[src/hdl/pss_pkg.sv]
`timescale 1ns / 1ps
// Shared types and constants for the proportional slice subframe scheduler.
// No dependencies; every other file in hdl/ imports this package.
package pss_pkg;

    localparam int TICK_W         = 14;
    localparam int SHARE_W        = 8;
    localparam int SLICE_W        = 2;
    localparam int OUTCOME_W      = 2;
    localparam int SHARE_REGS     = 4;
    localparam int NUM_SLICES_DEF = 4;
    localparam int APB_AW         = 5;
    localparam int APB_DW         = 32;
    localparam int REG_IDX_W      = APB_AW - 2;
    localparam int DIV_CNT_W      = $clog2(TICK_W + 1);

    // register map, index = paddr[APB_AW-1:2]
    localparam logic [REG_IDX_W-1:0] REG_SHARE_0 = REG_IDX_W'(0);
    localparam logic [REG_IDX_W-1:0] REG_SHARE_1 = REG_IDX_W'(1);
    localparam logic [REG_IDX_W-1:0] REG_SHARE_2 = REG_IDX_W'(2);
    localparam logic [REG_IDX_W-1:0] REG_SHARE_3 = REG_IDX_W'(3);
    localparam logic [REG_IDX_W-1:0] REG_PERIOD  = REG_IDX_W'(4);

    typedef enum logic [OUTCOME_W-1:0] {
        OUT_NONE     = 2'd0,
        OUT_UNSLICED = 2'd1,
        OUT_SLICE    = 2'd2
    } t_outcome;

    typedef enum logic [1:0] {
        DIV_GCD  = 2'd0,   // r_b mod r_a
        DIV_RED  = 2'd1,   // share[k] / gcd
        DIV_TICK = 2'd2    // tick mod period
    } t_div_sel;

    typedef struct packed {
        logic                 en;
        logic [REG_IDX_W-1:0] idx;
        logic [SHARE_W-1:0]   data;
    } t_cfg_wr;

    typedef struct packed {
        logic               rb_clear;
        logic               load_a;
        logic               gcd_step;
        logic               gcd_done;
        logic               red_write;
        logic               set_first;
        logic               div_start;
        t_div_sel           div_sel;
        logic               emit;
        t_outcome           kind;
        logic [SLICE_W-1:0] k;
    } t_dp_cmd;

    typedef struct packed {
        logic share_wr;
        logic a_zero;
        logic b_zero;
        logic div_busy;
        logic rem_zero;
        logic alloc_valid;
        logic period_zero;
        logic out_free;
    } t_dp_stat;

endpackage

[src/hdl/pss_if.sv]
`timescale 1ns / 1ps
// Valid/ready channel interfaces: tick words in, scheduling result words out.
// Depends on pss_pkg for field widths.
interface pss_tick_if;
    import pss_pkg::*;
    logic              valid;
    logic              ready;
    logic [TICK_W-1:0] tick_number;
    modport source (output valid, output tick_number, input ready);
    modport sink   (input valid, input tick_number, output ready);
endinterface

interface pss_result_if;
    import pss_pkg::*;
    logic                 valid;
    logic                 ready;
    logic [OUTCOME_W-1:0] outcome;
    logic [SLICE_W-1:0]   slice_index;
    modport source (output valid, output outcome, output slice_index, input ready);
    modport sink   (input valid, input outcome, input slice_index, output ready);
endinterface

[src/hdl/pss_dp.sv]
`timescale 1ns / 1ps
// Datapath: config registers, shared restoring divider, GCD/reduction
// registers, sequence position and output register. Depends on pss_pkg.
module pss_dp #(
    parameter int NUM_SLICES = pss_pkg::NUM_SLICES_DEF
) (
    input  logic                         i_clk,
    input  logic                         i_rst_n,
    input  pss_pkg::t_dp_cmd             i_cmd,
    input  pss_pkg::t_cfg_wr             i_cfg,
    input  logic [pss_pkg::REG_IDX_W-1:0] i_rd_idx,
    input  logic [pss_pkg::TICK_W-1:0]   i_tick_number,
    input  logic                         i_out_ready,
    output pss_pkg::t_dp_stat            o_stat,
    output logic [pss_pkg::APB_DW-1:0]   o_rd_data,
    output logic                         o_out_valid,
    output logic [pss_pkg::OUTCOME_W-1:0] o_outcome,
    output logic [pss_pkg::SLICE_W-1:0]  o_slice_index
);
    import pss_pkg::*;

    localparam int ACTIVE = (NUM_SLICES < SHARE_REGS) ? NUM_SLICES : SHARE_REGS;

    logic [SHARE_W-1:0]   r_share [SHARE_REGS];
    logic [SHARE_W-1:0]   r_period;
    logic [SHARE_W-1:0]   r_red   [SHARE_REGS];
    logic [SLICE_W-1:0]   r_cur;
    logic [SHARE_W-1:0]   r_cnt;
    logic                 r_alloc;
    logic [SHARE_W-1:0]   r_a;
    logic [SHARE_W-1:0]   r_b;
    // divider: dividend shifts out at the top, quotient shifts in at the bottom
    logic [TICK_W-1:0]    r_dvd;
    logic [SHARE_W-1:0]   r_dvs;
    logic [SHARE_W-1:0]   r_rem;
    logic [DIV_CNT_W-1:0] r_dcnt;
    logic                 r_busy;
    logic                 r_out_valid;
    logic [OUTCOME_W-1:0] r_outcome;
    logic [SLICE_W-1:0]   r_slice;

    logic [SHARE_REGS-1:0] nz;
    logic [SHARE_W:0]      rem_shift;
    logic [SHARE_W:0]      rem_sub;
    logic                  q_bit;
    logic [TICK_W-1:0]     n_dvd;
    logic [SHARE_W-1:0]    n_dvs;
    logic [SHARE_W:0]      cnt_inc;
    logic                  out_free;
    logic                  share_wr;

    // next slice after s, wrapping, with a nonzero reduced share; s if none
    function automatic logic [SLICE_W-1:0] next_active(
        input logic [SLICE_W-1:0]    s,
        input logic [SHARE_REGS-1:0] nzv
    );
        logic [SLICE_W:0]   c;
        logic [SLICE_W-1:0] res;
        res = s;
        for (int k = ACTIVE; k >= 1; k--) begin
            c = {1'b0, s} + (SLICE_W + 1)'(k);
            if (c >= (SLICE_W + 1)'(ACTIVE)) begin
                c = c - (SLICE_W + 1)'(ACTIVE);
            end
            if (nzv[c[SLICE_W-1:0]]) begin
                res = c[SLICE_W-1:0];
            end
        end
        return res;
    endfunction

    always_comb begin
        for (int k = 0; k < SHARE_REGS; k++) begin
            nz[k] = (r_red[k] != '0);
        end
    end

    // one restoring step per cycle
    assign rem_shift = {r_rem, r_dvd[TICK_W-1]};
    assign rem_sub   = rem_shift - {1'b0, r_dvs};
    assign q_bit     = (rem_shift >= {1'b0, r_dvs});

    always_comb begin
        unique case (i_cmd.div_sel)
            DIV_GCD: begin
                n_dvd = TICK_W'(r_b);
                n_dvs = r_a;
            end
            DIV_RED: begin
                n_dvd = TICK_W'(r_share[i_cmd.k]);
                n_dvs = r_b;
            end
            DIV_TICK: begin
                n_dvd = i_tick_number;
                n_dvs = r_period;
            end
            default: begin
                n_dvd = '0;
                n_dvs = '0;
            end
        endcase
    end

    assign cnt_inc  = {1'b0, r_cnt} + (SHARE_W + 1)'(1);
    assign out_free = !r_out_valid || i_out_ready;
    assign share_wr = i_cfg.en && (i_cfg.idx < REG_PERIOD);

    always_ff @(posedge i_clk) begin
        if (!i_rst_n) begin
            for (int k = 0; k < SHARE_REGS; k++) begin
                r_share[k] <= '0;
                r_red[k]   <= '0;
            end
            r_period    <= '0;
            r_cur       <= '0;
            r_cnt       <= '0;
            r_alloc     <= 1'b0;
            r_busy      <= 1'b0;
            r_dcnt      <= '0;
            r_out_valid <= 1'b0;
        end else begin
            // configuration
            if (share_wr) begin
                r_share[i_cfg.idx[SLICE_W-1:0]] <= i_cfg.data;
            end else if (i_cfg.en && i_cfg.idx == REG_PERIOD) begin
                r_period <= i_cfg.data;
            end

            // rebuild of the reduced sequence
            if (i_cmd.rb_clear) begin
                for (int k = 0; k < SHARE_REGS; k++) begin
                    r_red[k] <= '0;
                end
                r_cur   <= '0;
                r_cnt   <= '0;
                r_alloc <= 1'b0;
                r_b     <= '0;
            end
            if (i_cmd.load_a) begin
                r_a <= r_share[i_cmd.k];
            end
            if (i_cmd.gcd_step) begin
                r_b <= r_a;
                r_a <= r_rem;
            end
            if (i_cmd.gcd_done) begin
                r_alloc <= (r_b != '0);
            end
            if (i_cmd.red_write) begin
                r_red[i_cmd.k] <= r_dvd[SHARE_W-1:0];
            end
            if (i_cmd.set_first) begin
                r_cur <= next_active(SLICE_W'(ACTIVE - 1), nz);
            end

            // divider
            if (i_cmd.div_start) begin
                r_dvd  <= n_dvd;
                r_dvs  <= n_dvs;
                r_rem  <= '0;
                r_dcnt <= DIV_CNT_W'(TICK_W);
                r_busy <= 1'b1;
            end else if (r_busy) begin
                r_rem  <= q_bit ? rem_sub[SHARE_W-1:0] : rem_shift[SHARE_W-1:0];
                r_dvd  <= {r_dvd[TICK_W-2:0], q_bit};
                r_dcnt <= r_dcnt - DIV_CNT_W'(1);
                r_busy <= (r_dcnt != DIV_CNT_W'(1));
            end

            // result word and sequence advance
            if (i_cmd.emit) begin
                r_out_valid <= 1'b1;
                r_outcome   <= i_cmd.kind;
                r_slice     <= (i_cmd.kind == OUT_SLICE) ? r_cur : '0;
                if (i_cmd.kind == OUT_SLICE) begin
                    if (cnt_inc >= {1'b0, r_red[r_cur]}) begin
                        r_cnt <= '0;
                        r_cur <= next_active(r_cur, nz);
                    end else begin
                        r_cnt <= cnt_inc[SHARE_W-1:0];
                    end
                end
            end else if (i_out_ready) begin
                r_out_valid <= 1'b0;
            end
        end
    end

    always_comb begin
        o_rd_data = '0;
        unique case (i_rd_idx)
            REG_SHARE_0: o_rd_data = APB_DW'(r_share[0]);
            REG_SHARE_1: o_rd_data = APB_DW'(r_share[1]);
            REG_SHARE_2: o_rd_data = APB_DW'(r_share[2]);
            REG_SHARE_3: o_rd_data = APB_DW'(r_share[3]);
            REG_PERIOD:  o_rd_data = APB_DW'(r_period);
            default:     o_rd_data = '0;
        endcase
    end

    assign o_stat.share_wr    = share_wr;
    assign o_stat.a_zero      = (r_a == '0);
    assign o_stat.b_zero      = (r_b == '0);
    assign o_stat.div_busy    = r_busy;
    assign o_stat.rem_zero    = (r_rem == '0);
    assign o_stat.alloc_valid = r_alloc;
    assign o_stat.period_zero = (r_period == '0);
    assign o_stat.out_free    = out_free;

    assign o_out_valid   = r_out_valid;
    assign o_outcome     = r_outcome;
    assign o_slice_index = r_slice;

endmodule

[src/hdl/pss_ctrl.sv]
`timescale 1ns / 1ps
// Controller: sequences the GCD rebuild, the per-tick modulo and the result
// hand-off through command/status structs. Depends on pss_pkg.
module pss_ctrl #(
    parameter int NUM_SLICES = pss_pkg::NUM_SLICES_DEF
) (
    input  logic              i_clk,
    input  logic              i_rst_n,
    input  logic              i_in_valid,
    input  pss_pkg::t_dp_stat i_stat,
    output logic              o_in_ready,
    output pss_pkg::t_dp_cmd  o_cmd
);
    import pss_pkg::*;

    localparam int ACTIVE = (NUM_SLICES < SHARE_REGS) ? NUM_SLICES : SHARE_REGS;
    localparam logic [SLICE_W-1:0] LAST = SLICE_W'(ACTIVE - 1);

    typedef enum logic [3:0] {
        S_IDLE,
        S_RB_LOAD,
        S_RB_TEST,
        S_RB_DIV,
        S_RD_START,
        S_RD_WAIT,
        S_FIRST,
        S_TICK_DIV,
        S_EMIT
    } t_state;

    t_state             r_state, n_state;
    logic [SLICE_W-1:0] r_k, n_k;
    t_outcome           r_kind, n_kind;

    always_comb begin
        n_state = r_state;
        n_k     = r_k;
        n_kind  = r_kind;
        o_cmd   = '0;
        o_cmd.k = r_k;
        if (i_stat.share_wr) begin
            // any share write restarts the rebuild
            o_cmd.rb_clear = 1'b1;
            n_k            = '0;
            n_state        = S_RB_LOAD;
        end else begin
            unique case (r_state)
                S_IDLE: begin
                    if (i_in_valid) begin
                        if (!i_stat.alloc_valid) begin
                            n_kind  = OUT_NONE;
                            n_state = S_EMIT;
                        end else if (!i_stat.period_zero) begin
                            o_cmd.div_start = 1'b1;
                            o_cmd.div_sel   = DIV_TICK;
                            n_state         = S_TICK_DIV;
                        end else begin
                            n_kind  = OUT_SLICE;
                            n_state = S_EMIT;
                        end
                    end
                end
                S_RB_LOAD: begin
                    o_cmd.load_a = 1'b1;
                    n_state      = S_RB_TEST;
                end
                S_RB_TEST: begin
                    if (i_stat.a_zero) begin
                        if (r_k == LAST) begin
                            o_cmd.gcd_done = 1'b1;
                            if (i_stat.b_zero) begin
                                n_state = S_IDLE;
                            end else begin
                                n_k     = '0;
                                n_state = S_RD_START;
                            end
                        end else begin
                            n_k     = r_k + SLICE_W'(1);
                            n_state = S_RB_LOAD;
                        end
                    end else begin
                        o_cmd.div_start = 1'b1;
                        o_cmd.div_sel   = DIV_GCD;
                        n_state         = S_RB_DIV;
                    end
                end
                S_RB_DIV: begin
                    if (!i_stat.div_busy) begin
                        o_cmd.gcd_step = 1'b1;
                        n_state        = S_RB_TEST;
                    end
                end
                S_RD_START: begin
                    o_cmd.div_start = 1'b1;
                    o_cmd.div_sel   = DIV_RED;
                    n_state         = S_RD_WAIT;
                end
                S_RD_WAIT: begin
                    if (!i_stat.div_busy) begin
                        o_cmd.red_write = 1'b1;
                        if (r_k == LAST) begin
                            n_state = S_FIRST;
                        end else begin
                            n_k     = r_k + SLICE_W'(1);
                            n_state = S_RD_START;
                        end
                    end
                end
                S_FIRST: begin
                    o_cmd.set_first = 1'b1;
                    n_state         = S_IDLE;
                end
                S_TICK_DIV: begin
                    if (!i_stat.div_busy) begin
                        n_kind  = i_stat.rem_zero ? OUT_UNSLICED : OUT_SLICE;
                        n_state = S_EMIT;
                    end
                end
                S_EMIT: begin
                    if (i_stat.out_free) begin
                        o_cmd.emit = 1'b1;
                        o_cmd.kind = r_kind;
                        n_state    = S_IDLE;
                    end
                end
                default: begin
                    n_state = S_IDLE;
                end
            endcase
        end
    end

    always_ff @(posedge i_clk) begin
        if (!i_rst_n) begin
            r_state <= S_IDLE;
            r_k     <= '0;
            r_kind  <= OUT_NONE;
        end else begin
            r_state <= n_state;
            r_k     <= n_k;
            r_kind  <= n_kind;
        end
    end

    assign o_in_ready = (r_state == S_IDLE);

endmodule

[src/hdl/proportional_slice_subframe_scheduler.sv]
`timescale 1ns / 1ps
// Usage
//   i_tick (sink): one word per subframe tick, carrying tick_number.
//   o_result (source): one word per tick: outcome (none / unsliced / slice)
//     and slice_index, which is meaningful only for a slice outcome.
//   APB port: share_0..share_3 at 0x00..0x0C, unsliced_period at 0x10.
//     pready is tied high; writes land on the access cycle.
// Flow
//   One tick word in flight at a time. Without an unsliced period (or with
//   no allocation) the outcome is set in the idle state and registered out
//   from the emit state; with a period it waits in between on the 14-step
//   restoring divider that computes tick mod period.
// Share writes
//   A share write reloads the GCD reduction on the same shared divider:
//   Euclid steps (at most 12 per slice), a load and a test per slice and
//   one divide per slice. i_tick.ready stays low until it is done.
// Reset
//   Synchronous, active low: shares, period and reduced sequence zero, no allocation, no result.
// Stall
//   The result register holds its word while o_result.ready is low; the
//   next tick can be taken meanwhile and waits finished until it frees up.
// Depends on pss_pkg, pss_if, pss_ctrl and pss_dp.
module proportional_slice_subframe_scheduler #(
    parameter int NUM_SLICES = pss_pkg::NUM_SLICES_DEF
) (
    input  logic                        i_clk,
    input  logic                        i_rst_n,
    pss_tick_if.sink                    i_tick,
    pss_result_if.source                o_result,
    input  logic                        psel,
    input  logic                        penable,
    input  logic                        pwrite,
    input  logic [pss_pkg::APB_AW-1:0]  paddr,
    input  logic [pss_pkg::APB_DW-1:0]  pwdata,
    output logic [pss_pkg::APB_DW-1:0]  prdata,
    output logic                        pready
);
    import pss_pkg::*;

    t_cfg_wr  cfg;
    t_dp_cmd  cmd;
    t_dp_stat stat;
    logic     in_ready;

    // APB decode: a write commits on the access cycle (pready is always high)
    assign pready   = 1'b1;
    assign cfg.en   = psel && penable && pwrite;
    assign cfg.idx  = paddr[APB_AW-1:2];
    assign cfg.data = pwdata[SHARE_W-1:0];

    pss_ctrl #(
        .NUM_SLICES (NUM_SLICES)
    ) u_ctrl (
        .i_clk      (i_clk),
        .i_rst_n    (i_rst_n),
        .i_in_valid (i_tick.valid),
        .i_stat     (stat),
        .o_in_ready (in_ready),
        .o_cmd      (cmd)
    );

    pss_dp #(
        .NUM_SLICES (NUM_SLICES)
    ) u_dp (
        .i_clk         (i_clk),
        .i_rst_n       (i_rst_n),
        .i_cmd         (cmd),
        .i_cfg         (cfg),
        .i_rd_idx      (paddr[APB_AW-1:2]),
        .i_tick_number (i_tick.tick_number),
        .i_out_ready   (o_result.ready),
        .o_stat        (stat),
        .o_rd_data     (prdata),
        .o_out_valid   (o_result.valid),
        .o_outcome     (o_result.outcome),
        .o_slice_index (o_result.slice_index)
    );

    assign i_tick.ready = in_ready;

endmodule

[src/flat_wrapper.sv]
// flat-port wrapper written by rule: the top's interface ports become plain ports
module proportional_slice_subframe_scheduler_flat import pss_pkg::*;
#(
    parameter int NUM_SLICES = pss_pkg::NUM_SLICES_DEF
)
  (i_clk, i_rst_n, psel, penable, pwrite, paddr, pwdata, prdata, pready, i_tick_valid, i_tick_tick_number, i_tick_ready, o_result_valid, o_result_outcome, o_result_slice_index, o_result_ready);
  pss_tick_if i_tick_i ();
  pss_result_if o_result_i ();
  input  logic i_clk;
  input  logic i_rst_n;
  input  logic psel;
  input  logic penable;
  input  logic pwrite;
  input  logic [pss_pkg::APB_AW-1:0] paddr;
  input  logic [pss_pkg::APB_DW-1:0] pwdata;
  output logic [pss_pkg::APB_DW-1:0] prdata;
  output logic pready;
  input wire logic [$bits(i_tick_i.valid)-1:0] i_tick_valid;
  input wire logic [$bits(i_tick_i.tick_number)-1:0] i_tick_tick_number;
  output wire logic [$bits(i_tick_i.ready)-1:0] i_tick_ready;
  output wire logic [$bits(o_result_i.valid)-1:0] o_result_valid;
  output wire logic [$bits(o_result_i.outcome)-1:0] o_result_outcome;
  output wire logic [$bits(o_result_i.slice_index)-1:0] o_result_slice_index;
  input wire logic [$bits(o_result_i.ready)-1:0] o_result_ready;
  assign i_tick_i.valid = i_tick_valid;
  assign i_tick_i.tick_number = i_tick_tick_number;
  assign i_tick_ready = i_tick_i.ready;
  assign o_result_valid = o_result_i.valid;
  assign o_result_outcome = o_result_i.outcome;
  assign o_result_slice_index = o_result_i.slice_index;
  assign o_result_i.ready = o_result_ready;
  proportional_slice_subframe_scheduler #(.NUM_SLICES(NUM_SLICES)) u_core (.i_clk(i_clk), .i_rst_n(i_rst_n), .i_tick(i_tick_i), .o_result(o_result_i), .psel(psel), .penable(penable), .pwrite(pwrite), .paddr(paddr), .pwdata(pwdata), .prdata(prdata), .pready(pready));
endmodule
[config.mk]
export PLATFORM = sky130hd
export DESIGN_NAME = proportional_slice_subframe_scheduler_flat
export DESIGN_NICKNAME = d
export VERILOG_FILES = /design/src/hdl/pss_pkg.sv /design/src/hdl/pss_if.sv /design/src/hdl/pss_dp.sv /design/src/hdl/pss_ctrl.sv /design/src/hdl/proportional_slice_subframe_scheduler.sv /design/src/flat_wrapper.sv
export SDC_FILE = /design/constraint.sdc
export NUM_CORES = 1
export LEC_CHECK = 0
export BUFFER_PORTS_ARGS = -buffer_cell sky130_fd_sc_hd__buf_4
export CAP_MARGIN = 0
export CORE_UTILIZATION = 59
export CTS_CLUSTER_SIZE = 14
export DETAILED_ROUTE_END_ITERATION = 10
export PLACE_DENSITY = 0.92
export SYNTH_ARGS = -nofsm -noshare
export SYNTH_HDL_FRONTEND = slang
export SYNTH_SLANG_ARGS = --single-unit
[constraint.sdc]
create_clock -name i_clk -period 4.1 [get_ports i_clk]
set_input_delay 0.615 -clock i_clk [delete_from_list [all_inputs] [get_ports i_clk]]
set_output_delay 0.615 -clock i_clk [all_outputs]
set_load 0.03 [all_outputs]
==> key figures <==
Die
  – Die width: 120 µm
  – Die Area: 14400 µm²
  – Core area: 13400 µm²
  – Initial core utilization: 61.2%
  – Cell row count: 42
  – I/O Pins: 97
  – Die height: 120 µm

Placed design
  – IO buf count: 45
  – GPL Wtd Cong: 0.886
  – Area after DPL: 8570 µm²
  – Pre-CTS setup slack: 1.10 ns
  – DP Wirelength: 13.1 mm

Cells and area
  – Antenna diode count: 0
  – Finished Cell Area: 9150 µm²
  – FILL cells: 959
  – Final layout net count: 863
  – Layout cells sized above 1: 17.4%
  – Area Overhead vs Synth: 11.6%

Route
  – Detailed Route WL: 19.0 mm
  – Routed WL per cell: 19.6 µm
  – 1st-iter DRT viols: 655
  – Via density per instance: 6.28
  – DR pass1 iterations: 7
  – DRC: 0
  – Via count: 6093
  – Antenna Nets Post-Route: 0

GRT
  – Global-route wire length before repair: 30.2 mm
  – Initial antenna violation count: 0
  – Vias in the first global route: 5795
  – GRT Util Overall: 27.9%
  – Largest net degree at the start of global routing: 34
  – Grt ovf: 0

Synthesis
  – Top FF cell, synth: edfxtp_1
  – Synth async-reset ratio: 0%
  – Cell variety after synth: 73
  – Register area share after synthesis: 50.8%
  – Synthesized area: 8200 µm²
  – Most common cell in the netlist: edfxtp_1
  – Seq cells post-synth: 151
  – Leading area contributor after synthesis: edfxtp_1
  – Synth cell count leaders: edfxtp_1, nand2_1, nor2_1, and3_1, dfxtp_1
  – Syn. warnings: 0
  – Syn avg cell area: 11.0 µm²
  – Synth top area share: 41.7%
  – Area contributors post-synth: edfxtp_1, dfxtp_1, mux4_2
  – Post-synth EDFFs: 114
  – Syn Inst Count: 745

Clock network
  – H-tree levels: 4
  – Reg clk slew, reported paths: 0.06 ns
  – Clock sink count: 151
  – TritonCTS Buffers: 17
  – Postcts setup bufs: 0
  – CTS max path bufs: 2
  – Root buf cell: clkbuf_16
  – Cts repair resizes: 0
  – CTS tree: yes
  – Hold bufs inserted after CTS: 0
  – Clk_lat worst skew: 0.43 ns

Flow run
  – Max_cap viols: 0

Pwr
  – Pleak: 3.65 nW
  – Max VDD drop: 378 µV
  – Design Power: 4.04 mW
  – PD cells: 442 nW/µm²

Worst setup path
  – Worst path arrival time: 3.35 ns
  – Kind of critical path: register to register
  – Crit Path Max Fanout: 11
  – Crit end category: register
  – CP Launch Type: register
  – CP Data Required Time: 4.46 ns
  – R2R setup slack: 1.11 ns

Timing
  – RSZ-0062 raised after global routing: false
  – Worst-margin pin slew: 1.22 ns
  – Final hold vios: 0
  – Fin. max-slew vios: 0
  – Fmax: 334 MHz
  – Setup TNS: 0 ns
  – Worst slew margin: 18.1%
  – Clk_skew: 0.00930 ns
  – Post-layout min period: 2.99 ns
  – Final worst setup slack: 1.11 ns
  – Setup violators final: 0
  – Period utilization: 73.0%

Min path
  – Hold crit path type: primary input to register

Outcome
  – Status: completed
[final cells by class]
cell class	count	area [µm²]	area share, %
flip-flops and latches	151	4160	45.5
multi-input cells	523	3650	39.9
clock buffers	23	519	5.67
repair buffers	55	413	4.51
well taps	176	220	2.41
inverters	33	124	1.35
clock inverters	9	62.6	0.684
[report_power, final]
part	internal (mW)	switching (mW)
clock	0.891	0.621
combinational	0.268	0.383
sequential	1.77	0.107
[path summary, 6_finish.rpt]
kind / depth (start not counted) / startpoint / to
setup / recovery: 12 / u_core.u_dp.r_cnt[0] / u_core.u_dp.r_cnt[2]
hold / removal: 3 / pwdata[5] / u_core.u_dp.r_period[5]
setup reg to reg: 12 / u_core.u_dp.r_cnt[0] / u_core.u_dp.r_cnt[2]
hold reg to reg: 2 / u_core.u_dp.r_alloc / u_core.u_dp.r_alloc
[sequential cells by signal (all words and copies together) (netlist names), named ones only]
signal / count
u_core.u_dp.r_red: 32
u_core.u_dp.r_share: 32
u_core.u_dp.r_dvd: 14
u_core.u_dp.r_a: 8
u_core.u_dp.r_b: 8
u_core.u_dp.r_cnt: 8
u_core.u_dp.r_dvs: 8
u_core.u_dp.r_period: 8
u_core.u_dp.r_rem: 8
u_core.u_ctrl.r_state: 4
u_core.u_dp.r_dcnt: 4
u_core.u_ctrl.r_k: 2
u_core.u_ctrl.r_kind: 2
u_core.u_dp.o_outcome: 2
u_core.u_dp.o_slice_index: 2
u_core.u_dp.r_cur: 2
u_core.u_dp.o_out_valid: 1
u_core.u_dp.r_alloc: 1
u_core.u_dp.r_busy: 1
[cell usage in the layout, fill, tap and decap left out, types with 7 or more instances in the layout]
cell type,instances
a21oi_1,13
a22o_1,11
a22oi_1,22
a31oi_1,10
and2_1,18
and3_1,38
buf_4,55
clkbuf_16,18
conb_1,25
dfxtp_1,37
edfxtp_1,114
ha_1,23
inv_1,33
mux2_2,10
mux2i_1,28
mux4_2,17
nand2_1,76
nand3_1,12
nor2_1,68
nor2b_1,20
nor4_1,9
o21ai_0,19
o221ai_1,7
or4_1,8
[logic make-up after synthesis]
kind of cell | after synthesis | synth area share (%)
AO/OA/AOI/OAI | 120 | 10.7
flip-flops | 151 | 50.8
other | 2 | 0.0916
multiplexers | 55 | 9.46
XOR/XNOR | 11 | 1.17
buffers and inverters | 94 | 5.77
adder cells (fa/ha/maj) | 24 | 3.75
AND/OR/NAND/NOR | 288 | 18.3
[critical path: stages (launching register included)]
cell,delay (ns)
dfxtp_1,0.43
ha_1,0.27
and3_4,0.23
nand3_1,0.12
xnor2_1,0.16
ha_1,0.31
a21oi_1,0.13
o22ai_1,0.08
or3_1,0.39
nor4b_2,0.22
buf_4,0.21
or2b_1,0.24
a31oi_1,0.15
[metrics by stage]
step | hold slack (ns) | utilization [%] | cells
after floorplan | 0.471 | - | 768
after global placement | 0.493 | 64.0 | 938
after detailed placement | 0.491 | 64.0 | 938
after CTS | 0.440 | 68.3 | 970
after global routing | 0.470 | 68.3 | 970
final | 0.450 | 68.3 | 970
[layer usage]
layer	global-route usage [%]	vias up	wire, µm
li1	-	2767	-
met1	33.2	2932	7190
met2	48.3	343	9650
met3	6.89	51	1610
met4	11.4	0	544
met5	0	-	0
Power figures use the tool's default switching activity.
